==> src/hdl/dufp_pkg.sv <==
// Package with shared constants, types and command/status structs for the edge pruner.
`timescale 1ns / 1ps
package dufp_pkg;
  localparam int MAX_NODES = 256;
  localparam int MAX_EDGES = 1024;
  localparam int NODE_W = 9;
  localparam int IDX_W = 8;
  localparam int EADDR_W = 10;
  localparam int ECNT_W = 11;
  localparam int RANK_W = 4;
  localparam logic [1:0] TYPE_FIRST = 2'd1;
  localparam logic [1:0] TYPE_SECOND = 2'd2;
  localparam logic [1:0] TYPE_SHARED = 2'd3;

  typedef struct packed {
    logic [1:0] etype;
    logic [NODE_W-1:0] u;
    logic [NODE_W-1:0] v;
  } edge_t;

  // controller -> datapath
  typedef struct packed {
    logic store_wr;     // write input edge at edge_total
    logic clr_edges;    // reset edge_total / dropped
    logic init_start;   // begin forest init
    logic rd_edge;      // read edge at pointer
    logic ptr_clr;
    logic ptr_inc;
    logic ld_edge;      // latch edge from memory read data
    logic find_a_start; // start find of u
    logic find_b_start; // start find of v
    logic find_step;    // walk one link
    logic comp_start;   // start compression of current node
    logic comp_step;
    logic do_union;     // link roots and count
    logic sel_second;   // 0 first forest, 1 second forest
    logic kept_or;      // accumulate join result
    logic kept_commit;  // add to kept_r
  } cmd_t;

  // datapath -> controller
  typedef struct packed {
    logic init_done;
    logic ptr_end;
    logic edge_skip;    // edge not valid for this pass
    logic edge_shared;
    logic edge_second;
    logic find_done;
    logic comp_done;
  } sts_t;
endpackage

==> src/hdl/dufp_ctrl.sv <==
// Controller state machine sequencing load, forest init, the shared and other edge passes, finds and unions.
`timescale 1ns / 1ps
module dufp_ctrl (
  input  logic           clk,
  input  logic           rst_n,
  input  logic           in_fire,
  input  logic           in_last,
  output logic           in_rdy,
  output logic           out_vld,
  input  logic           out_rdy,
  output dufp_pkg::cmd_t cmd,
  input  dufp_pkg::sts_t sts
);
  typedef enum logic [13:0] {
    S_LOAD   = 14'b00000000000001,
    S_INIT   = 14'b00000000000010,
    S_RD     = 14'b00000000000100,
    S_LD     = 14'b00000000001000,
    S_CHK    = 14'b00000000010000,
    S_FA     = 14'b00000000100000,
    S_CA     = 14'b00000001000000,
    S_FB     = 14'b00000010000000,
    S_CB     = 14'b00000100000000,
    S_UNION  = 14'b00001000000000,
    S_NEXT   = 14'b00010000000000,
    S_PASS   = 14'b00100000000000,
    S_OUT    = 14'b01000000000000,
    S_WAIT   = 14'b10000000000000
  } state_t;

  state_t state_r, state_nxt;
  logic pass_r, pass_nxt;     // 0 shared pass, 1 other
  logic fsec_r, fsec_nxt;     // forest in use
  logic fa_r, fa_nxt;         // find start issued

  always_ff @(posedge clk) begin
    if (!rst_n) begin
      state_r <= S_LOAD; pass_r <= 1'b0; fsec_r <= 1'b0; fa_r <= 1'b0;
    end else begin
      state_r <= state_nxt; pass_r <= pass_nxt; fsec_r <= fsec_nxt;
      fa_r <= fa_nxt;
    end
  end

  always_comb begin
    state_nxt = state_r;
    pass_nxt = pass_r;
    fsec_nxt = fsec_r;
    fa_nxt = fa_r;
    cmd = '0;
    cmd.sel_second = fsec_r;
    in_rdy = 1'b0;
    out_vld = 1'b0;
    unique case (state_r)
      S_LOAD: begin
        in_rdy = 1'b1;
        cmd.store_wr = in_fire;
        if (in_fire && in_last) begin
          cmd.init_start = 1'b1;
          state_nxt = S_INIT;
        end
      end
      S_INIT: begin
        pass_nxt = 1'b0;
        if (sts.init_done) begin
          cmd.ptr_clr = 1'b0;
          state_nxt = S_RD;
        end
      end
      S_RD: begin
        cmd.rd_edge = 1'b1;
        if (sts.ptr_end) state_nxt = S_PASS;
        else state_nxt = S_LD;
      end
      S_LD: begin
        cmd.ld_edge = 1'b1;
        state_nxt = S_CHK;
      end
      S_CHK: begin
        fsec_nxt = sts.edge_second;
        fa_nxt = 1'b0;
        if (sts.edge_skip) state_nxt = S_NEXT;
        else state_nxt = S_FA;
      end
      S_FA: begin
        if (!fa_r) begin
          cmd.find_a_start = 1'b1; fa_nxt = 1'b1;
        end else begin
          cmd.find_step = 1'b1;
          if (sts.find_done) begin
            fa_nxt = 1'b0; state_nxt = S_CA;
          end
        end
      end
      S_CA: begin
        if (!fa_r) begin
          cmd.comp_start = 1'b1; fa_nxt = 1'b1;
        end else begin
          cmd.comp_step = 1'b1;
          if (sts.comp_done) begin
            fa_nxt = 1'b0; state_nxt = S_FB;
          end
        end
      end
      S_FB: begin
        if (!fa_r) begin
          cmd.find_b_start = 1'b1; fa_nxt = 1'b1;
        end else begin
          cmd.find_step = 1'b1;
          if (sts.find_done) begin
            fa_nxt = 1'b0; state_nxt = S_CB;
          end
        end
      end
      S_CB: begin
        if (!fa_r) begin
          cmd.comp_start = 1'b1; fa_nxt = 1'b1;
        end else begin
          cmd.comp_step = 1'b1;
          if (sts.comp_done) begin
            fa_nxt = 1'b0; state_nxt = S_UNION;
          end
        end
      end
      S_UNION: begin
        cmd.do_union = 1'b1;
        if (sts.edge_shared && !fsec_r) begin
          cmd.kept_or = 1'b1;
          fsec_nxt = 1'b1;
          state_nxt = S_FA;
        end else begin
          cmd.kept_commit = 1'b1;
          state_nxt = S_NEXT;
        end
      end
      S_NEXT: begin
        cmd.ptr_inc = 1'b1;
        fsec_nxt = 1'b0;
        state_nxt = S_RD;
      end
      S_PASS: begin
        if (!pass_r) begin
          pass_nxt = 1'b1;
          cmd.ptr_clr = 1'b1;
          state_nxt = S_RD;
        end else state_nxt = S_OUT;
      end
      S_OUT: begin
        out_vld = 1'b1;
        if (out_rdy) state_nxt = S_WAIT;
      end
      S_WAIT: begin
        cmd.clr_edges = 1'b1;
        cmd.ptr_clr = 1'b1;
        state_nxt = S_LOAD;
      end
      default: state_nxt = S_LOAD;
    endcase
  end
endmodule

==> config.mk <==
export PLATFORM = sky130hd
export DESIGN_NAME = dufp_ctrl
export DESIGN_NICKNAME = d
export VERILOG_FILES = /design/src/hdl/dufp_pkg.sv /design/src/hdl/dufp_ctrl.sv
export SDC_FILE = /design/constraint.sdc
export NUM_CORES = 1
export LEC_CHECK = 0
export BUFFER_PORTS_ARGS = -buffer_cell sky130_fd_sc_hd__buf_4
export CAP_MARGIN = 20
export CORE_AREA = 2 2 57 59
export DETAILED_ROUTE_END_ITERATION = 10
export DIE_AREA = 0 0 59 61
export GPL_ROUTABILITY_DRIVEN = 0
export GPL_TIMING_DRIVEN = 0
export SYNTH_ARGS = -nofsm -noshare
export SYNTH_HDL_FRONTEND = slang
export SYNTH_SLANG_ARGS = --single-unit
==> constraint.sdc <==
create_clock -name clk -period 2.1 [get_ports clk]
set_input_delay 0.21 -clock clk [delete_from_list [all_inputs] [get_ports clk]]
set_output_delay 0.21 -clock clk [all_outputs]
set_load 0.01 [all_outputs]
==> impl_results.md, run 1 <==
* Outcome: finished with violations
* Failing checks: setup timing
* GRT overflow at 0
* Clock transition at path regs at 0.11 ns
* Routed Antenna Nets at 0
* Sequential area share after synthesis at 29.5%
* Actual slew at the worst max-slew pin at 0.447 ns
* Kind of end point of the critical path: output port
* Final min period at 2.14 ns
* Fin. max-slew vios at 0
* Sink Count at 17
* Routed len/inst at 14.7 µm
* Dpl hpwl at 2.18 mm
* WP buf/inv at 1
* DRT Pass-1 Iters at 4
* CTS Root Cell: clkbuf_4
* Die area at 0.00360 mm²
* Vias per std cell at 5.48
* Period utilization at 102%
* TritonCTS buffer count at 3
* Hold Slack at 0.0487 ns
* Final WS setup at -0.0430 ns
* CP Cell Sequence: nor4_4 > nand3_1 > or3b_4 > nand2b_4 > nand2b_1 > buf_4
* Number of global-route vias before repair at 1056
* Count of cell types in the netlist at 41
* Cell taking the most area after synthesis: dfxtp_1
* Slew margin rel. at 70.2%
* Final hold viol count at 0
* Vias at 1189
* Most frequent cells in the layout: buf_4, nor2_1, nand2_1
* Remaining DRCs at 0
* RSZ-0062 raised after global routing: true
* CTS HTree Levels at 1
* Top post-synthesis cells by area: dfxtp_1, nor4_4, nor2_1
* Hold Crit Class: in -> reg
* Setup CP Type: reg -> out
* Die H at 61 µm
* CTS tree: yes
* Startpoint class of the critical path: flop
* CTS Hold Buffers Added at 0
* Family with the most delay on the worst path: simple AND/OR/NAND/NOR gates
* Max incr delay on CP at 0.42 ns
* Crit Path Max Fanout at 6
* Row count at 20
* Syn Inst Count at 133
* Endpoints failing setup at 3
* Std-Cell Core Area at 0.00295 mm²
* Share of the synthesized area in the top cell type at 29.5%
* Area Growth Syn to Fin at 48.0%
* Ys Warns at 0
* Static leakage at 0.732 nW
* Layout cells sized above 1 at 50.5%
* Pin count of the biggest net entering global routing at 11
* Skew final at 0.00482 ns
* Fmax at 0.467 GHz
* Ant diodes at 0
* Fraction of registers with async set/reset at 0%
* Worst endpoint required time at 1.89 ns
* I/O Pins at 30
* Drt total wl at 3.19 mm
* First-pass GRT wire length at 4.78 mm
* Critical-path top delay cell: or3b_4
* Mapped Area at 0.00115 mm²
* Number of synthesized flops with an enable pin at 0
* Peak supply drop at 0.236 mV
* TNS Setup at -0.0695 ns
* Skew-Pair Late Insertion Delay at 0.30 ns
* Port bufs at 29
* Ys flop type: dfxtp_1
* Number of antenna violations at the first check in global routing at 0
* Number of DRC markers in iteration 0 at 31
* Total global-route track usage at 17.5%
* Most common cell after layout, fill and taps aside: buf_4
* Clk buf depth at 2
* Nets at 197
* Synthesized flop and latch total at 17
* Die width at 59 µm
* Initial Util at 39.0%
* Max-cap violations at 0
* Syn_nets at 145
* Mean Syn Cell Area at 8.66 µm²
* Total power at 0.649 mW
* Power Density at 381 mW/mm²
* Worst EP arrival at 1.93 ns
## cell usage after synthesis, types with 2 or more instances
library cell,count
nor2_1,15
nand2_1,10
nor3_1,2
o22ai_1,2
nor4_4,3
nand3_1,3
and3_2,2
xnor2_1,2
a21oi_1,4
and2_1,6
dfxtp_1,17
buf_6,2
o21ai_0,3
nand4_1,5
nor2b_1,9
and3_1,4
nand2b_1,2
mux2i_1,3
nor4_2,2
inv_1,8
buf_4,2
nor3b_1,3
a21boi_0,3
nor4b_1,4
## path summary, 6_finish.rpt
check / startpoint / endpoint / slack, ns / depth (start not counted)
worst max-delay path: state_r[7] / cmd[11] / -0.04 / 6
worst min-delay path: sts[5] / state_r[3] / 0.05 / 2
worst max register to register: state_r[7] / state_r[8] / 0.02 / 9
worst min register to register: pass_r / pass_r / 0.48 / 2
## worst reg2reg max path: cells and delay by family, from the launching register on
family,cells,cell delay (ns)
muxes,1,0.11
DFF,1,0.38
AOI/OAI and AO/OA,1,0.32
buffers and inverters,3,0.47
and+or+nand+nor,4,0.70
## repair_timing
action | 4_1_cts | 5_1_grt
buffers inserted | 9 | 11
resized for setup | 13 | 22
pin swaps | 7 | 15
endpoints found under the setup margin | 6 | 23
gates cloned | 0 | 0
## through the flow
| step | instance area (µm²) | instances | util [%] | setup WS (ns) |
|---|---|---|---|---|
| 2_1_floorplan | 1150 | 133 | - | 0.273 |
| 3_3_place_gp | 1410 | 195 | 47.8 | 0.0930 |
| 3_5_place_dp | 1410 | 195 | 47.8 | 0.0600 |
| 4_1_cts | 1570 | 208 | 53.2 | -0.0471 |
| 5_1_grt | 1710 | 217 | 57.8 | -0.131 |
| 6_report | 1710 | 217 | 57.8 | -0.0430 |
## cells by family (layout without fill, tap and decap cells)
| logic type | count (synthesis) | in the layout | synth area share (%) |
|---|---|---|---|
| AOI/OAI and AO/OA | 18 | 18 | 12.8 |
| buffers and inverters | 13 | 64 | 6.19 |
| xor gates and xnor gates | 3 | 3 | 2.28 |
| and+or+nand+nor | 79 | 79 | 46.6 |
| muxes | 3 | 3 | 2.61 |
| DFF | 17 | 17 | 29.5 |
## report_power, final
group	leakage [nW]	switching, mW	internal, mW
sequential	0.142	0.00813	0.322
clock	0.0177	0.113	0.0712
combinational	0.573	0.0622	0.0726
total	0.732	0.183	0.466
## per-layer routing
metal / wire length, µm / track usage [%]
met5: 0 / 0
met2: 1630 / 31.1
met4: 42 / 5.52
met3: 153 / 1.92
met1: 1360 / 22.2
## flip-flops by register name, indices dropped and copies added, names as in the netlist
signal   count
fa_r         1
fsec_r       1
pass_r       1
state_r     14
## area by class of cell
| class | instances | area (µm²) |
|---|---|---|
| Clock buffer | 3 | 22.5 |
| Tap cell | 33 | 41.3 |
| Sequential cell | 17 | 359 |
| Fill cell | 280 | 1250 |
| Buffer | 3 | 22.5 |
| Timing Repair Buffer | 49 | 375 |
| Clock inverter | 1 | 5.00 |
| Inverter | 8 | 30.0 |
| Multi-Input combinational cell | 103 | 850 |
(Power assumes the default switching activity.)
==> run 2: changes to the inputs <==
==> constraint.sdc (replaced) <==
create_clock -name clk -period 2.1 [get_ports clk]
set_input_delay 0.105 -clock clk [delete_from_list [all_inputs] [get_ports clk]]
set_output_delay 0.105 -clock clk [all_outputs]
set_load 0.01 [all_outputs]
==> impl_results.md, run 2 (synthesized netlist as in run 1, its figures left out) <==
* Startpoint class of the critical path: flop
* Vias at 1144 (-3.8%)
* Period utilization at 98.4% (-3.6 points)
* Critical R2R Launch: state_r[9]
* Register-to-Register Setup Slack at 0.07 ns (+0.05 ns)
* Actual slew at the worst max-slew pin at 0.441 ns (-0.00594 ns)
* Dpl hpwl at 2.18 mm (unchanged)
* Initial Util at 39.0% (unchanged)
* CTS Root Cell: clkbuf_4
* Total power at 0.625 mW (-3.7%)
* Skew final at 0.00938 ns (+0.00456 ns)
* Die area at 0.00360 mm² (unchanged)
* Routed Antenna Nets at 0 (unchanged)
* Sink Count at 17 (unchanged)
* Final hold viol count at 0 (unchanged)
* Ant diodes at 0 (unchanged)
* Max reg flops at 14 (unchanged)
* Outcome: completed
* Pin count of the biggest net entering global routing at 11 (unchanged)
* Std-Cell Core Area at 0.00295 mm² (unchanged)
* Clock transition at path regs at 0.11 ns (about the same)
* Clk buf depth at 2 (unchanged)
* Skew-Pair Late Insertion Delay at 0.30 ns (about the same)
* Setup CP Type: reg -> out
* Number of global-route vias before repair at 1026 (-2.8%)
* Peak supply drop at 0.253 mV (+7.5%)
* Biggest register: state_r
* GRT overflow at 0 (unchanged)
* Row count at 20 (unchanged)
* Slew margin rel. at 70.5% (+0.33 points)
* Endpoints failing setup at 0 (-3)
* Static leakage at 0.680 nW (-7.2%)
* RSZ-0062 raised after global routing: true
* Crit path launch: state_r[7]
* Max-cap violations at 0 (unchanged)
* Die H at 61 µm (unchanged)
* TritonCTS buffer count at 3 (unchanged)
* Kind of end point of the critical path: output port
* Drt total wl at 2.97 mm (-6.9%)
* Die width at 59 µm (unchanged)
* Reg2reg end: state_r[6]
* CTS HTree Levels at 1 (unchanged)
* R2r worst-path depth at 8 (-1)
* CTS tree: yes
* Layout cells sized above 1 at 42.9% (-7.7 points)
* Number of DRC markers in iteration 0 at 25 (-19%)
* I/O Pins at 30 (unchanged)
* Finished Core Util at 53.6% (-4.2 points)
* Worst endpoint required time at 2.00 ns (+0.11 ns)
* Area Growth Syn to Fin at 37.2%
* Number of antenna violations at the first check in global routing at 0 (unchanged)
* First-pass GRT wire length at 4.55 mm (-4.9%)
* Remaining DRCs at 0 (unchanged)
* Final min period at 2.07 ns (-0.0760 ns)
* Fin. max-slew vios at 0 (unchanged)
* Most common cell after layout, fill and taps aside: buf_4
* Port bufs at 29 (unchanged)
* Total global-route track usage at 16.6% (-0.93 points)
* Power Density at 395 mW/mm² (+3.8%)
* Vias per std cell at 5.50 (+0.38%)
* Worst EP arrival at 1.96 ns (+0.03 ns)
* Most frequent cells in the layout: buf_4, nor2_1, nand2_1, dfxtp_1, nor2b_1
* Routed len/inst at 14.3 µm (-2.9%)
* Critical path endpoint: cmd[11]
* Nets at 188 (-4.6%)
* Crit Path Max Fanout at 6 (unchanged)
* Fmax at 0.484 GHz (+3.7%)
* DRT Pass-1 Iters at 4 (unchanged)
* Hold Crit Class: in -> reg
==> run 2: changes by cell type in the layout (fill, tap and decap cells not counted), moves of 2 or more <==
cell / delta
nor2b_1: +2
nor2b_2: -2
buf_6: -2
buf_4: -8
dfxtp_1: +2
==> run 2: report_power, final <==
part / internal (mW) / switching (mW) / total (mW)
sequential: 0.323 / 0.00794 / 0.331
combinational: 0.0563 / 0.0539 / 0.110
clock: 0.0710 / 0.113 / 0.184
total: 0.450 / 0.175 / 0.625
==> run 2: cell type report <==
type,count,area [µm²]
Timing Repair Buffer,40,303
Tap cell,33,41.3
Fill cell,295,1370
Sequential cell,17,354
Buffer,3,22.5
Clock inverter,1,5.00
Multi-Input combinational cell,103,803
Inverter,8,30.0
Clock buffer,3,22.5
==> run 2: repair_timing <==
action                                 CTS  global route
hold buffers                             1             0
setup endpoints to repair                2            19
gates resized for setup                  5            16
buffers inserted                         2             8
endpoints found under the hold margin    1             0
pin swaps                                3             7
==> run 2: worst min-delay path by stage <==
stage	to	depth (start not counted)	startpoint
6_report	state_r[10]	3	sts[4]
5_1_grt	state_r[11]	2	rst_n
3_5_place_dp	state_r[3]	2	sts[5]
4_1_cts	state_r[10]	3	sts[4]
3_3_place_gp	state_r[3]	2	sts[5]
2_1_floorplan	state_r[3]	1	sts[5]
==> run 2: worst max-delay path, stage by stage, from the launching register on <==
cell	delay, ns
dfxtp_4	0.38
nor4_4	0.33
nand3_1	0.15
or3b_4	0.45
nand2b_4	0.16
nand2b_1	0.07
buf_4	0.12
==> run 2: layer usage <==
| metal | up-vias | global-route usage [%] | share of wire, % |
|---|---|---|---|
| li1 | 558 | - | - |
| met1 | 546 | 21.2 | 43 |
| met2 | 34 | 29.4 | 52 |
| met3 | 6 | 1.92 | 3.4 |
| met4 | 0 | 4.87 | 1.0 |
| met5 | - | 0 | 0 |
==> run 2: through the flow <==
step | setup WS (ns) | hold WS (ns) | instance area, µm² | setup TNS (ns) | cells
floorplan | 0.273 | 0.177 | 1150 | 0 | 133
global placement | 0.168 | 0.268 | 1410 | 0 | 195
detailed placement | 0.164 | 0.276 | 1410 | 0 | 195
CTS | -0.00567 | 0.0603 | 1490 | -0.00567 | 202
global route | -0.0418 | 0.0772 | 1580 | -0.0466 | 208
finish | 0.0330 | 0.0561 | 1580 | 0 | 208
==> run 3: changes to the inputs <==
Settings changed: CORE_AREA 2 2 57 59 to 2 2 53 55, DIE_AREA 0 0 59 61 to 0 0 55 57, GPL_TIMING_DRIVEN 0 to default, PLACE_DENSITY from default to 0.7.
==> impl_results.md, run 3 (synthesized netlist as in run 1, its figures left out) <==
* Max incr delay on CP at 0.44 ns (about the same)
* CTS HTree Levels at 1 (unchanged)
* CTS Root Cell: clkbuf_4
* GR peak layer: met2
* Vias at 1182 (+3.3%)
* Die H at 57 µm (-6.6%)
* DRT Pass-1 Iters at 4 (unchanged)
* Drt total wl at 3.19 mm (+7.3%)
* Total global-route track usage at 21.1% (+4.5 points)
* Actual slew at the worst max-slew pin at 0.472 ns (+0.0306 ns)
* Final WS setup at 0.0158 ns (-0.0172 ns)
* Max reg flops at 14 (unchanged)
* Layout cells sized above 1 at 45.9% (+3.1 points)
* Total power at 0.648 mW (+3.7%)
* Multi-input logic area at 823 µm² (+2.5%)
* Setup CP Type: reg -> reg
* Port bufs at 29 (unchanged)
* R2r worst-path depth at 7 (-1)
* Pin count of the biggest net entering global routing at 14 (+3)
* Origin of the worst min-delay path: sts[4]
* Met3 usage at 2.88% (+0.96 points)
* Std-Cell Core Area at 0.00262 mm² (-11%)
* GRT overflow at 0 (unchanged)
* Number of global-route vias before repair at 1105 (+7.7%)
* Hold Slack at 0.0762 ns (+0.0201 ns)
* Routed len/inst at 15.7 µm (+10%)
* First-pass GRT wire length at 4.87 mm (+7.1%)
* Period utilization at 99.2% (+0.82 points)
* Outcome: completed
* Clock transition at path regs at 0.11 ns (about the same)
* Final min period at 2.08 ns (+0.0172 ns)
* Area taken by flip-flops and latches at 355 µm² (+0.35%)
* Cell mode on critical path: nor4_4
* Initial Util at 44.1% (+5.0 points)
* Vias per std cell at 5.82 (+5.9%)
* Dpl hpwl at 2.20 mm (+0.72%)
* Ant diodes at 0 (unchanged)
* Most common cell after layout, fill and taps aside: buf_4
* Die width at 55 µm (-6.8%)
* FILL cells at 237 (-20%)
* Die area at 0.00314 mm² (-13%)
* Critical path endpoint: state_r[8]
* Number of antenna violations at the first check in global routing at 0 (unchanged)
* I/O Pins at 30 (unchanged)
* Static leakage at 0.654 nW (-3.7%)
* Place WS at 0.127 ns (-0.0377 ns)
* Nets at 185 (-1.6%)
* Slew margin rel. at 68.6% (-2.0 points)
* Routed Antenna Nets at 0 (unchanged)
* Clk buf depth at 2 (unchanged)
* Kind of end point of the critical path: flop
* Remaining DRCs at 0 (unchanged)
* Critical-path top delay cell: o22ai_1
* Crit Path Max Fanout at 4 (-2)
* Startpoint class of the critical path: flop
* Grt met1 use at 26.5% (+5.3 points)
* Worst Hold Depth at 3 (unchanged)
* Area Growth Syn to Fin at 36.8%
* Worst EP arrival at 2.30 ns (+0.34 ns)
* Peak supply drop at 0.302 mV (+19%)
* Register-to-Register Setup Slack at 0.02 ns (-0.05 ns)
* RSZ-0062 raised after global routing: true
* Worst endpoint required time at 2.32 ns (+0.32 ns)
* CP Cell Sequence: nor4_4 > buf_4 > nand4_1 > o22ai_1 > nor4_4 > mux2i_1 > and2_1
* Reg2reg end: state_r[8]
* Critical R2R Launch: state_r[8]
* Skew-Pair Late Insertion Delay at 0.31 ns (about the same)
* Finished Core Util at 60.3% (+6.7 points)
* Number of DRC markers in iteration 0 at 39 (+56%)
* Biggest register: state_r
* Row count at 19 (-5.0%)
* Max-cap violations at 0 (unchanged)
* Hold Crit Class: in -> reg
* Sink Count at 17 (unchanged)
* CTS tree: yes
* Power Density at 411 mW/mm² (+4.0%)
* Crit path launch: state_r[8]
* Final hold viol count at 0 (unchanged)
* Endpoints failing setup at 0 (unchanged)
* Most frequent cells in the layout: buf_4, nor2_1, nand2_1
* Fin. max-slew vios at 0 (unchanged)
* M2 GR Usage at 34.7% (+5.3 points)
* Fmax at 0.480 GHz (-0.83%)
* Skew final at 0.00832 ns (-0.00105 ns)
* TritonCTS buffer count at 3 (unchanged)
==> run 3: critical path, delay by kind of cell, from the launching register on <==
kind / cells / cell delay [ns]
AO/OA/AOI/OAI: 1 / 0.44
buffers and inverters: 1 / 0.18
AND/OR/NAND/NOR: 4 / 0.85
flip-flops: 1 / 0.37
multiplexers: 1 / 0.15
==> run 3: layout make-up <==
| type | count | share of cell area [%] |
|---|---|---|
| Clock buffer | 4 | 1.67 |
| Inverter | 8 | 1.90 |
| Multi-Input combinational cell | 103 | 52.2 |
| Sequential cell | 17 | 22.5 |
| Tap cell | 31 | 2.46 |
| Timing Repair Buffer | 40 | 19.2 |
==> run 3: worst min path at each step <==
stage                       end
finish              state_r[10]
global placement     state_r[3]
floorplan            state_r[3]
global route         state_r[1]
CTS                 state_r[10]
detailed placement   state_r[3]
==> run 3: metrics by stage <==
step,instance area [µm²],TNS (ns),instances
floorplan,1150,0,133
global placement,1380,0,190
detailed placement,1380,0,190
CTS,1470,0,199
global route,1580,-0.468,203
finish,1580,0,203
==> run 3: power breakdown <==
part / total, mW / internal, mW / switching (mW)
Combinational: 0.127 / 0.0641 / 0.0631
Clock: 0.190 / 0.0744 / 0.116
Sequential: 0.331 / 0.324 / 0.00643
==> run 3: layer usage <==
| layer | wire length, µm | part of all wire [%] | vias up |
|---|---|---|---|
| li1 | - | - | 556 |
| met1 | 1230 | 39 | 559 |
| met2 | 1690 | 53 | 58 |
| met3 | 183 | 5.7 | 9 |
| met4 | 82 | 2.6 | 0 |
| met5 | 0 | 0 | - |
==> run 3: what timing repair did <==
item / CTS / global route
endpoints found under the setup margin: 2 / 14
setup buffers: 4 / 4
hold buffers: 1 / 0
gates cloned: 0 / 0
hold endpoints to repair: 1 / 0
pin swaps: 4 / 8
resized for setup: 7 / 20
